File: config.mk
export PLATFORM = sky130hd
export DESIGN_NAME = autorange_current_meter_core
export DESIGN_NICKNAME = d
export VERILOG_FILES = /design/src/rtl/acm_pkg.sv /design/src/rtl/acm_div.sv /design/src/rtl/acm_ctrl.sv /design/src/rtl/acm_datapath.sv /design/src/rtl/autorange_current_meter_core.sv
export SDC_FILE = /design/constraint.sdc
export NUM_CORES = 2
export LEC_CHECK = 0
export BUFFER_PORTS_ARGS = -buffer_cell sky130_fd_sc_hd__buf_4
export CORE_MARGIN = 4
export CORE_UTILIZATION = 30
export CTS_CLUSTER_DIAMETER = 60
export CTS_CLUSTER_SIZE = 25
export DETAILED_ROUTE_END_ITERATION = 10
export HOLD_SLACK_MARGIN = 0.02
export PLACE_DENSITY = 0.43
export SYNTH_ARGS = -nofsm -noshare
export SYNTH_HDL_FRONTEND = slang
export SYNTH_SLANG_ARGS = --single-unit
File: constraint.sdc
create_clock -name clk -period 8.3 [get_ports clk]
set_input_delay 0.83 -clock clk [delete_from_list [all_inputs] [get_ports clk]]
set_output_delay 0.83 -clock clk [all_outputs]
set_load 0.1 [all_outputs]
File: src/rtl/acm_pkg.sv
`default_nettype none
package acm_pkg;

  // ring of recent samples and floor mean by reciprocal multiply
  localparam int AVG_DEPTH  = 10;
  localparam int POS_W      = 4;
  localparam int SUM_W      = 16;
  localparam logic [15:0] MEAN_RECIP = 16'd52429;
  localparam int MEAN_SHIFT = 19;

  // scaling constants
  localparam logic [6:0]  AMP_GAIN  = 7'd59;
  localparam logic [19:0] UA_PER_A  = 20'd1000000;
  localparam logic [15:0] TICK_MS   = 16'd10;
  localparam logic [15:0] TIMER_MAX = 16'hFFFF;

  // arithmetic widths
  localparam int NUM_W = 44;
  localparam int DEN_W = 38;
  localparam int CNT_W = 6;

  // range codes
  localparam logic [1:0] RANGE_LOW  = 2'd0;
  localparam logic [1:0] RANGE_MID  = 2'd1;
  localparam logic [1:0] RANGE_HIGH = 2'd2;
  localparam logic [1:0] RANGE_OVF  = 2'd3;

  // status codes
  localparam logic [1:0] ST_OK       = 2'd0;
  localparam logic [1:0] ST_OVERFLOW = 2'd1;
  localparam logic [1:0] ST_REF_ZERO = 2'd2;

  // register indexes
  localparam logic [2:0] REG_LOW_MOHM  = 3'd0;
  localparam logic [2:0] REG_MID_MOHM  = 3'd1;
  localparam logic [2:0] REG_HIGH_MOHM = 3'd2;
  localparam logic [2:0] REG_REF_MV    = 3'd3;
  localparam logic [2:0] REG_UP_TH     = 3'd4;
  localparam logic [2:0] REG_DOWN_TH   = 3'd5;
  localparam logic [2:0] REG_RECOVERY  = 3'd6;
  localparam logic [2:0] REG_SETTLE    = 3'd7;

  // controller commands to the datapath
  typedef struct packed {
    logic accept;
    logic ring;
    logic mean;
    logic mul1;
    logic mul2;
    logic decide;
    logic load_out;
  } cmd_t;

  // datapath status to the controller
  typedef struct packed {
    logic div_done;
    logic out_free;
  } stat_t;

endpackage
`default_nettype wire

File: src/rtl/acm_div.sv
`default_nettype none
module acm_div (
  input  wire logic                       clk,
  input  wire logic                       rst,
  input  wire logic                       start,
  input  wire logic [acm_pkg::NUM_W-1:0]  dividend,
  input  wire logic [acm_pkg::DEN_W-1:0]  divisor,
  output logic                            done,
  output logic [acm_pkg::NUM_W-1:0]       quotient
);

  logic                       busy;
  logic [acm_pkg::CNT_W-1:0]  cnt;
  logic [acm_pkg::DEN_W:0]    rem;
  logic [acm_pkg::DEN_W-1:0]  dvs;
  logic [acm_pkg::DEN_W:0]    trial;
  logic                       take;

  // one quotient bit per cycle, restoring
  assign trial = {rem[acm_pkg::DEN_W-1:0], quotient[acm_pkg::NUM_W-1]};
  assign take  = (trial >= {1'b0, dvs});

  always_ff @(posedge clk) begin
    if (rst) begin
      busy <= 1'b0;
      done <= 1'b0;
      cnt  <= '0;
    end else begin
      done <= 1'b0;
      if (start) begin
        busy <= 1'b1;
        cnt  <= '0;
      end else if (busy) begin
        cnt <= cnt + 1'b1;
        if (cnt == acm_pkg::CNT_W'(acm_pkg::NUM_W - 1)) begin
          busy <= 1'b0;
          done <= 1'b1;
        end
      end
    end
  end

  // remainder and quotient shift
  always_ff @(posedge clk) begin
    if (start) begin
      rem      <= '0;
      dvs      <= divisor;
      quotient <= dividend;
    end else if (busy) begin
      rem      <= take ? (trial - {1'b0, dvs}) : trial;
      quotient <= {quotient[acm_pkg::NUM_W-2:0], take};
    end
  end

endmodule
`default_nettype wire

File: src/rtl/acm_ctrl.sv
`default_nettype none
module acm_ctrl (
  input  wire logic           clk,
  input  wire logic           rst,
  input  wire logic           in_valid,
  output logic                in_ready,
  input  wire acm_pkg::stat_t stat,
  output acm_pkg::cmd_t       cmd
);

  typedef enum logic [3:0] {
    S_IDLE, S_RING, S_MEAN, S_MUL1, S_MUL2, S_DECIDE, S_DIV, S_FIN
  } state_t;

  state_t state;

  assign in_ready = (state == S_IDLE);

  // command decode
  always_comb begin
    cmd          = '0;
    cmd.accept   = (state == S_IDLE) && in_valid;
    cmd.ring     = (state == S_RING);
    cmd.mean     = (state == S_MEAN);
    cmd.mul1     = (state == S_MUL1);
    cmd.mul2     = (state == S_MUL2);
    cmd.decide   = (state == S_DECIDE);
    cmd.load_out = (state == S_FIN) && stat.out_free;
  end

  // sequencer
  always_ff @(posedge clk) begin
    if (rst) begin
      state <= S_IDLE;
    end else begin
      case (state)
        S_IDLE:   if (in_valid) state <= S_RING;
        S_RING:   state <= S_MEAN;
        S_MEAN:   state <= S_MUL1;
        S_MUL1:   state <= S_MUL2;
        S_MUL2:   state <= S_DECIDE;
        S_DECIDE: state <= S_DIV;
        S_DIV:    if (stat.div_done) state <= S_FIN;
        S_FIN:    if (stat.out_free) state <= S_IDLE;
        default:  state <= S_IDLE;
      endcase
    end
  end

endmodule
`default_nettype wire

File: src/rtl/acm_datapath.sv
`default_nettype none
module acm_datapath (
  input  wire logic          clk,
  input  wire logic          rst,
  input  wire acm_pkg::cmd_t cmd,
  output acm_pkg::stat_t     stat,
  input  wire logic [11:0]   current_sample,
  input  wire logic [11:0]   ref_sample,
  input  wire logic          bypass,
  output logic               out_valid,
  input  wire logic          out_ready,
  output logic [31:0]        current_ua,
  output logic [1:0]         range_now,
  output logic [2:0]         relays,
  output logic [1:0]         status,
  input  wire logic          cfg_write,
  input  wire logic [2:0]    cfg_index,
  input  wire logic [31:0]   cfg_data,
  output logic [31:0]        cfg_rdata
);

  // configuration registers
  logic [19:0] low_mohm, mid_mohm, high_mohm;
  logic [11:0] ref_mv, up_th, down_th;
  logic [9:0]  recovery_ms, settle_ms;

  always_ff @(posedge clk) begin
    if (rst) begin
      low_mohm    <= 20'd52000;
      mid_mohm    <= 20'd510;
      high_mohm   <= 20'd6;
      ref_mv      <= 12'd2048;
      up_th       <= 12'd3900;
      down_th     <= 12'd30;
      recovery_ms <= 10'd100;
      settle_ms   <= 10'd100;
    end else if (cfg_write) begin
      case (cfg_index)
        acm_pkg::REG_LOW_MOHM:  low_mohm    <= cfg_data[19:0];
        acm_pkg::REG_MID_MOHM:  mid_mohm    <= cfg_data[19:0];
        acm_pkg::REG_HIGH_MOHM: high_mohm   <= cfg_data[19:0];
        acm_pkg::REG_REF_MV:    ref_mv      <= cfg_data[11:0];
        acm_pkg::REG_UP_TH:     up_th       <= cfg_data[11:0];
        acm_pkg::REG_DOWN_TH:   down_th     <= cfg_data[11:0];
        acm_pkg::REG_RECOVERY:  recovery_ms <= cfg_data[9:0];
        acm_pkg::REG_SETTLE:    settle_ms   <= cfg_data[9:0];
        default: ;
      endcase
    end
  end

  // register readback
  always_comb begin
    case (cfg_index)
      acm_pkg::REG_LOW_MOHM:  cfg_rdata = {12'd0, low_mohm};
      acm_pkg::REG_MID_MOHM:  cfg_rdata = {12'd0, mid_mohm};
      acm_pkg::REG_HIGH_MOHM: cfg_rdata = {12'd0, high_mohm};
      acm_pkg::REG_REF_MV:    cfg_rdata = {20'd0, ref_mv};
      acm_pkg::REG_UP_TH:     cfg_rdata = {20'd0, up_th};
      acm_pkg::REG_DOWN_TH:   cfg_rdata = {20'd0, down_th};
      acm_pkg::REG_RECOVERY:  cfg_rdata = {22'd0, recovery_ms};
      acm_pkg::REG_SETTLE:    cfg_rdata = {22'd0, settle_ms};
      default:                cfg_rdata = '0;
    endcase
  end

  // input item capture
  logic [11:0] smp, refs;
  logic        byp;
  always_ff @(posedge clk) begin
    if (cmd.accept) begin
      smp  <= current_sample;
      refs <= ref_sample;
      byp  <= bypass;
    end
  end

  // sample ring with running sum
  logic [11:0]                     ring [acm_pkg::AVG_DEPTH];
  logic [acm_pkg::POS_W-1:0]       pos;
  logic [acm_pkg::SUM_W-1:0]       sum;
  logic [11:0]                     mean;
  logic [acm_pkg::SUM_W+15:0]      mean_prod;

  assign mean_prod = sum * acm_pkg::MEAN_RECIP;

  always_ff @(posedge clk) begin
    if (rst) begin
      pos <= '0;
      sum <= '0;
      for (int i = 0; i < acm_pkg::AVG_DEPTH; i++) ring[i] <= '0;
    end else if (cmd.ring) begin
      ring[pos] <= smp;
      sum       <= sum - acm_pkg::SUM_W'(ring[pos]) + acm_pkg::SUM_W'(smp);
      pos       <= (pos == acm_pkg::POS_W'(acm_pkg::AVG_DEPTH - 1)) ? '0 : pos + 1'b1;
    end
  end

  always_ff @(posedge clk) begin
    if (cmd.mean) mean <= 12'(mean_prod >> acm_pkg::MEAN_SHIFT);
  end

  // control state
  logic [1:0]  active_range, prior_range;
  logic        overflowed;
  logic [2:0]  waiting;
  logic [15:0] timer [3];
  logic [2:0]  drive;

  // numerator and denominator products
  logic [23:0]                num_a;
  logic [17:0]                den_a;
  logic [acm_pkg::NUM_W-1:0]  num;
  logic [acm_pkg::DEN_W-1:0]  den;
  logic [19:0]                shunt;

  always_comb begin
    case (active_range)
      acm_pkg::RANGE_LOW: shunt = low_mohm;
      acm_pkg::RANGE_MID: shunt = mid_mohm;
      default:            shunt = high_mohm;
    endcase
  end

  always_ff @(posedge clk) begin
    if (cmd.mul1) begin
      num_a <= 24'(mean) * 24'(ref_mv);
      den_a <= 18'(refs) * 18'(acm_pkg::AMP_GAIN);
    end
    if (cmd.mul2) begin
      num <= acm_pkg::NUM_W'(num_a) * acm_pkg::NUM_W'(acm_pkg::UA_PER_A);
      den <= acm_pkg::DEN_W'(den_a) * acm_pkg::DEN_W'(shunt);
    end
  end

  // range decision
  logic [1:0]  active_next, prior_next, res_range_next, res_status_next;
  logic        ovf_next, res_sat_next;
  logic [2:0]  waiting_next, drive_next;
  logic [15:0] timer_next [3];

  always_comb begin
    logic [2:0]  ar;
    logic [16:0] t_sum;
    logic        pending;
    logic [10:0] clear_at;
    clear_at        = 11'(recovery_ms) + 11'(settle_ms);
    active_next     = active_range;
    prior_next      = prior_range;
    ovf_next        = overflowed;
    waiting_next    = waiting;
    drive_next      = drive;
    res_sat_next    = (refs == 12'd0) || (den == '0);
    res_status_next = (refs == 12'd0) ? acm_pkg::ST_REF_ZERO : acm_pkg::ST_OK;
    res_range_next  = acm_pkg::RANGE_OVF;
    ar              = {1'b0, active_range};
    for (int i = 0; i < 3; i++) begin
      t_sum         = {1'b0, timer[i]} + {1'b0, acm_pkg::TICK_MS};
      timer_next[i] = timer[i];
      if (waiting[i] && !overflowed)
        timer_next[i] = t_sum[16] ? acm_pkg::TIMER_MAX : t_sum[15:0];
    end
    pending = |waiting;
    if (byp) ar = 3'd2;
    else begin
      if (mean > up_th && !pending) ar = ar + 3'd1;
      if (mean < down_th && ar != 3'd0 && !pending) ar = ar - 3'd1;
    end
    if (overflowed || ar > 3'd2) begin
      ovf_next        = 1'b1;
      active_next     = acm_pkg::RANGE_OVF;
      drive_next      = 3'b000;
      res_sat_next    = 1'b1;
      res_status_next = acm_pkg::ST_OVERFLOW;
    end else begin
      active_next = ar[1:0];
      if (ar[1:0] != prior_range) begin
        drive_next[ar[1:0]]    = 1'b1;
        waiting_next[ar[1:0]]  = 1'b0;
        timer_next[ar[1:0]]    = '0;
        timer_next[prior_range] = '0;
        waiting_next[prior_range] = 1'b1;
      end
      for (int i = 0; i < 3; i++) begin
        if (waiting_next[i]) begin
          if (timer_next[i] >= 16'(recovery_ms)) drive_next[i] = 1'b0;
          if (timer_next[i] >= 16'(clear_at)) begin
            timer_next[i]   = '0;
            waiting_next[i] = 1'b0;
          end
        end
      end
      prior_next     = ar[1:0];
      res_range_next = ar[1:0];
    end
  end

  logic       res_sat;
  logic [1:0] res_range, res_status;

  always_ff @(posedge clk) begin
    if (rst) begin
      active_range <= acm_pkg::RANGE_HIGH;
      prior_range  <= acm_pkg::RANGE_HIGH;
      overflowed   <= 1'b0;
      waiting      <= '0;
      drive        <= 3'b100;
      for (int i = 0; i < 3; i++) timer[i] <= '0;
    end else if (cmd.decide) begin
      active_range <= active_next;
      prior_range  <= prior_next;
      overflowed   <= ovf_next;
      waiting      <= waiting_next;
      drive        <= drive_next;
      for (int i = 0; i < 3; i++) timer[i] <= timer_next[i];
    end
  end

  always_ff @(posedge clk) begin
    if (cmd.decide) begin
      res_sat    <= res_sat_next;
      res_range  <= res_range_next;
      res_status <= res_status_next;
    end
  end

  // divider
  logic                      div_done;
  logic [acm_pkg::NUM_W-1:0] quot;

  acm_div u_div (
    .clk      (clk),
    .rst      (rst),
    .start    (cmd.decide),
    .dividend (num),
    .divisor  (den),
    .done     (div_done),
    .quotient (quot)
  );

  // output register
  always_ff @(posedge clk) begin
    if (rst) out_valid <= 1'b0;
    else if (cmd.load_out) out_valid <= 1'b1;
    else if (out_ready) out_valid <= 1'b0;
  end

  always_ff @(posedge clk) begin
    if (cmd.load_out) begin
      current_ua <= (res_sat || (|quot[acm_pkg::NUM_W-1:32])) ? 32'hFFFF_FFFF : quot[31:0];
      range_now  <= res_range;
      relays     <= drive;
      status     <= res_status;
    end
  end

  assign stat.div_done = div_done;
  assign stat.out_free = !out_valid || out_ready;

endmodule
`default_nettype wire

File: src/rtl/autorange_current_meter_core.sv
`default_nettype none
// Autoranging current meter over three shunt ranges.
// Input items arrive on the s_ stream: one current sample, one reference
// sample and the bypass level per tick. Each item yields exactly one result
// item on the m_ stream: current in microamps, the range in use, the three
// relay drives and a status code.
// Registers are to be written and read over the APB-style port only while
// the block is idle; the user keeps this, the block does not enforce it.
// pready is always high. One item is in work at a time: the sequencer runs
// the sample ring update, the mean, the numerator and denominator products
// and the range decision, waits for the restoring divider, which produces
// one of 44 quotient bits per cycle, then loads the output register.
// s_tready is high only while the sequencer waits for an item.
// The result sits in an output register; when the receiver stalls the next
// item is still taken and worked on, and its result waits until the
// register is free.
// Reset loads the register defaults, clears the sample ring, selects the
// high range with only its relay closed, and drops m_tvalid.
module autorange_current_meter_core (
  input  wire logic        clk,
  input  wire logic        rst,
  input  wire logic        s_tvalid,
  output logic             s_tready,
  input  wire logic [23:0] s_tdata,   // current_sample, ref_sample
  input  wire logic        s_tuser,   // bypass
  output logic             m_tvalid,
  input  wire logic        m_tready,
  output logic [39:0]      m_tdata,   // current_ua, range_now, relay_low,
                                      // relay_mid, relay_high, status, zero pad
  input  wire logic        psel,
  input  wire logic        penable,
  input  wire logic        pwrite,
  input  wire logic [4:0]  paddr,
  input  wire logic [31:0] pwdata,
  output logic [31:0]      prdata,
  output logic             pready
);

  acm_pkg::cmd_t  cmd;
  acm_pkg::stat_t stat;
  logic [31:0] current_ua;
  logic [1:0]  range_now, status;
  logic [2:0]  relays;

  assign pready = 1'b1;

  acm_ctrl u_ctrl (
    .clk      (clk),
    .rst      (rst),
    .in_valid (s_tvalid),
    .in_ready (s_tready),
    .stat     (stat),
    .cmd      (cmd)
  );

  acm_datapath u_dp (
    .clk            (clk),
    .rst            (rst),
    .cmd            (cmd),
    .stat           (stat),
    .current_sample (s_tdata[11:0]),
    .ref_sample     (s_tdata[23:12]),
    .bypass         (s_tuser),
    .out_valid      (m_tvalid),
    .out_ready      (m_tready),
    .current_ua     (current_ua),
    .range_now      (range_now),
    .relays         (relays),
    .status         (status),
    .cfg_write      (psel && penable && pwrite),
    .cfg_index      (paddr[4:2]),
    .cfg_data       (pwdata),
    .cfg_rdata      (prdata)
  );

  assign m_tdata = {1'b0, status, relays, range_now, current_ua};

  // result valid drops right after reset
  a_reset_idle: assert property (@(posedge clk) rst |=> !m_tvalid)
    else $error("result valid after reset");

  // one item at a time
  a_single: assert property (@(posedge clk) disable iff (rst)
    s_tvalid && s_tready |=> !s_tready)
    else $error("second item accepted while busy");

  // overflow opens all relays and reports overflow status
  a_ovf: assert property (@(posedge clk) disable iff (rst)
    m_tvalid && (m_tdata[33:32] == acm_pkg::RANGE_OVF) |->
      (m_tdata[36:34] == 3'b000) && (m_tdata[38:37] == acm_pkg::ST_OVERFLOW)
      && (m_tdata[31:0] == 32'hFFFF_FFFF))
    else $error("overflow result inconsistent");

  // overflow status only with overflow range
  a_ovf_status: assert property (@(posedge clk) disable iff (rst)
    m_tvalid && (m_tdata[38:37] == acm_pkg::ST_OVERFLOW) |->
      (m_tdata[33:32] == acm_pkg::RANGE_OVF))
    else $error("overflow status outside overflow range");

endmodule
`default_nettype wire
==> results.cfg <==
[clocking]
cts_sinks = 722
worst_skew_pair.late_latency_ns = 0.73
cts_buffers = 84
root_buffer = clkbuf_16
cts_tree = built
cts_max_level = 3
hold_buffers = 0
cts_buffer_depth = 3
path_clk_slew_ns = 0.07

[global_route]
grt_pass1_wl_mm = 275
grt_pass1_vias = 45500
antenna_found_initial = 13
grt_usage = 0.162
grt_max_degree = 77
overflow = 0

[final_layout]
fillers = 21200
final-seq-area_sq_mm = 0.0197
fin_area_sq_mm = 0.0699
multi_input_area_sq_mm = 0.0381
final_cell_mix = 1060 x inv_1, 836 x nand2_1, 619 x ha_1
final_common_cell = inv_1
syn2layout_area_growth_pct = 11.5
fin_nets = 7691
final_layout_size_suffix_gt1_frac = 0.0846

[logic_synthesis]
yosys_warnings = 0
ys.flop_type = edfxtp_1
synth.distinct_cells = 106
syn_avg_cell_area_sq_um = 9.89
synth-edff-count = 521
ys_ff_latch = 722
async_flop_share = 0
syn_inst = 6338
ys_seq_area_frac = 0.314
syn-cell-area_sq_mm = 0.0627

[die]
fp-row-count = 167
coreArea_sq_mm = 0.207
die_x_microns = 465
die_y_microns = 465
io_pins = 144
die_area_sq_mm = 0.216
initial_core_util = 0.302

[placement]
gp_congestion = 0.836
numPortBuffers = 115
dp_hpwl_mm = 135
placed_area_sq_mm = 0.0669

[sta]
fin_worst_skew_ns = 0.0792
max_slew_margin = 0.208
tns_ns = 0
post-route-min-period_ns = 7.85
rsz0062_at_grt = no
setup_viol_count_final = 0
period_share = 0.945
report.final.hold_viol_count = 0
tightest_slew_ns = 1.19
finalMaxSlewViolations = 0
max_freq_mhz = 127

[drt]
drcViolationCount = 0
first_pass_iters = 5
vias = 43700
wl_per_cell_microns = 18.8
vias_per_cell = 4.72
drtAntennaViolNets = 0
wl_mm = 174
first_iter_violations = 2244

[worst_setup_path]
crit_path_start_kind = register
crit_top_cell = fa_1
critPathRequiredTime_ns = 8.85
path_max_fanout = 20
cp-end-kind = register
slowest_delay_ns = 0.58
critPathKind = register to register
worstPathArrival_ns = 8.39
slowest_stage = fa_1

[status]
status = completed

[pwr]
p_per_area_mw_per_mm2 = 195
total_power_mw = 13.7
vdd_ir_drop_max_mv = 0.186
leakage_nw = 30.9

[run]
maxCapViolCount = 0

[min_path]
hp-class = primary input to register
==> Yosys cell counts (29+ instances only) <==
cell,instances,area share
a21o_1,74,0.0089
nand2b_1,51,0.0051
fa_1,607,0.19
o21a_1,41,0.0049
nand4_1,29,0.0029
nor2b_1,45,0.0045
a211oi_1,36,0.0043
and2_1,211,0.021
a211o_1,31,0.0043
dfxtp_1,201,0.064
xor2_1,48,0.0067
clkbuf_1,198,0.012
o21ai_0,128,0.010
a21oi_1,322,0.026
xnor2_1,117,0.016
nor3_1,63,0.0050
and3_1,33,0.0033
nor2_1,387,0.023
mux2i_1,53,0.0085
mux4_2,62,0.022
inv_1,1061,0.064
ha_1,619,0.12
edfxtp_1,521,0.25
or2_2,45,0.0045
nand3_1,70,0.0056
nand2_1,840,0.050
==> report_power, final <==
group,switching [mW],internal [mW],leakage [nW],total [mW]
clock network,1.84,2.10,1.43,3.93
registers,0.268,4.21,6.47,4.48
logic,3.03,2.22,23.0,5.24
total,5.13,8.52,30.9,13.7
==> metrics by stage <==
| stage | setup slack [ns] | std cells | hold WS, ns | utilization |
|---|---|---|---|---|
| 2_1_floorplan | 0.477 | 6350 | 0.400 | - |
| 3_3_place_gp | 0.337 | 9098 | 0.406 | 0.322 |
| 3_5_place_dp | 0.324 | 9098 | 0.409 | 0.322 |
| 4_1_cts | 0.337 | 9255 | 0.203 | 0.337 |
| 5_1_grt | 0.0293 | 9262 | 0.228 | 0.337 |
| 6_report | 0.455 | 9265 | 0.282 | 0.337 |
==> sequential cells by signal (all words and copies together), names as in the netlist, 12 cells and up, named ones only <==
register             count
u_dp.u_div.dvs          38
u_dp.den                38
u_dp.smp                12
u_dp.down_th            12
u_dp.ring              192
u_dp.u_div.quotient     44
u_dp.num_a              24
u_dp.current_ua         32
u_dp.timer              48
u_dp.refs               12
u_dp.low_mohm           20
u_dp.mean               12
u_dp.ref_mv             12
u_dp.high_mohm          20
u_dp.mid_mohm           20
u_dp.num                38
u_dp.u_div.rem          38
u_dp.up_th              12
u_dp.sum                16
u_dp.den_a              18
==> critical path: cells and delay by family, from the launching register on <==
family          cells  cell delay, ns
fa+ha+maj           8            3.44
compound gates     10            2.44
buf+inv             6            0.79
simple gates        4            0.70
flops               1            0.31
==> routing by layer <==
layer / vias to the layer above / wire length, microns / GRT usage
li1: 21100 / - / -
met2: 725 / 81800 / 0.272
met5: - / 16 / 0
met4: 2 / 4980 / 0.0442
met3: 183 / 6700 / 0.0228
met1: 21700 / 80300 / 0.220
==> final timing paths <==
path | from | end | slack (ns) | depth (start not counted)
worst max-delay path | u_dp.active_range[0] | u_dp.den[37] | 0.45 | 28
worst min-delay path | s_tdata[12] | u_dp.refs[0] | 0.28 | 1
worst max register to register | u_dp.active_range[0] | u_dp.den[37] | 0.45 | 28
worst min register to register | u_dp.res_status[1] | u_dp.status[1] | 0.43 | 0
==> logic make-up after synthesis <==
group	count (synthesis)	share of synthesized area
XOR/XNOR	166	0.0233
buffers and inverters	1317	0.0806
adder cells (fa/ha/maj)	1227	0.317
AO/OA/AOI/OAI	904	0.0954
other	2	0.000120
AND/OR/NAND/NOR	1875	0.137
flip-flops	722	0.314
multiplexers	125	0.0325
==> cell type report <==
cell class,instances,share of cell area
diodes,10,0.000358
clock buffers,91,0.0306
clock inverters,66,0.0120
inverters,1062,0.0571
multi-input cells,4311,0.545
flip-flops and latches,722,0.282
well taps,2788,0.0499
repair buffers,215,0.0233
==> timing repair <==
item	in CTS	in global routing
endpoints found under the hold margin	0	0
buffers inserted	0	0
resized for setup	0	3
setup endpoints to repair	0	2
Power figures use the tool's default switching activity.
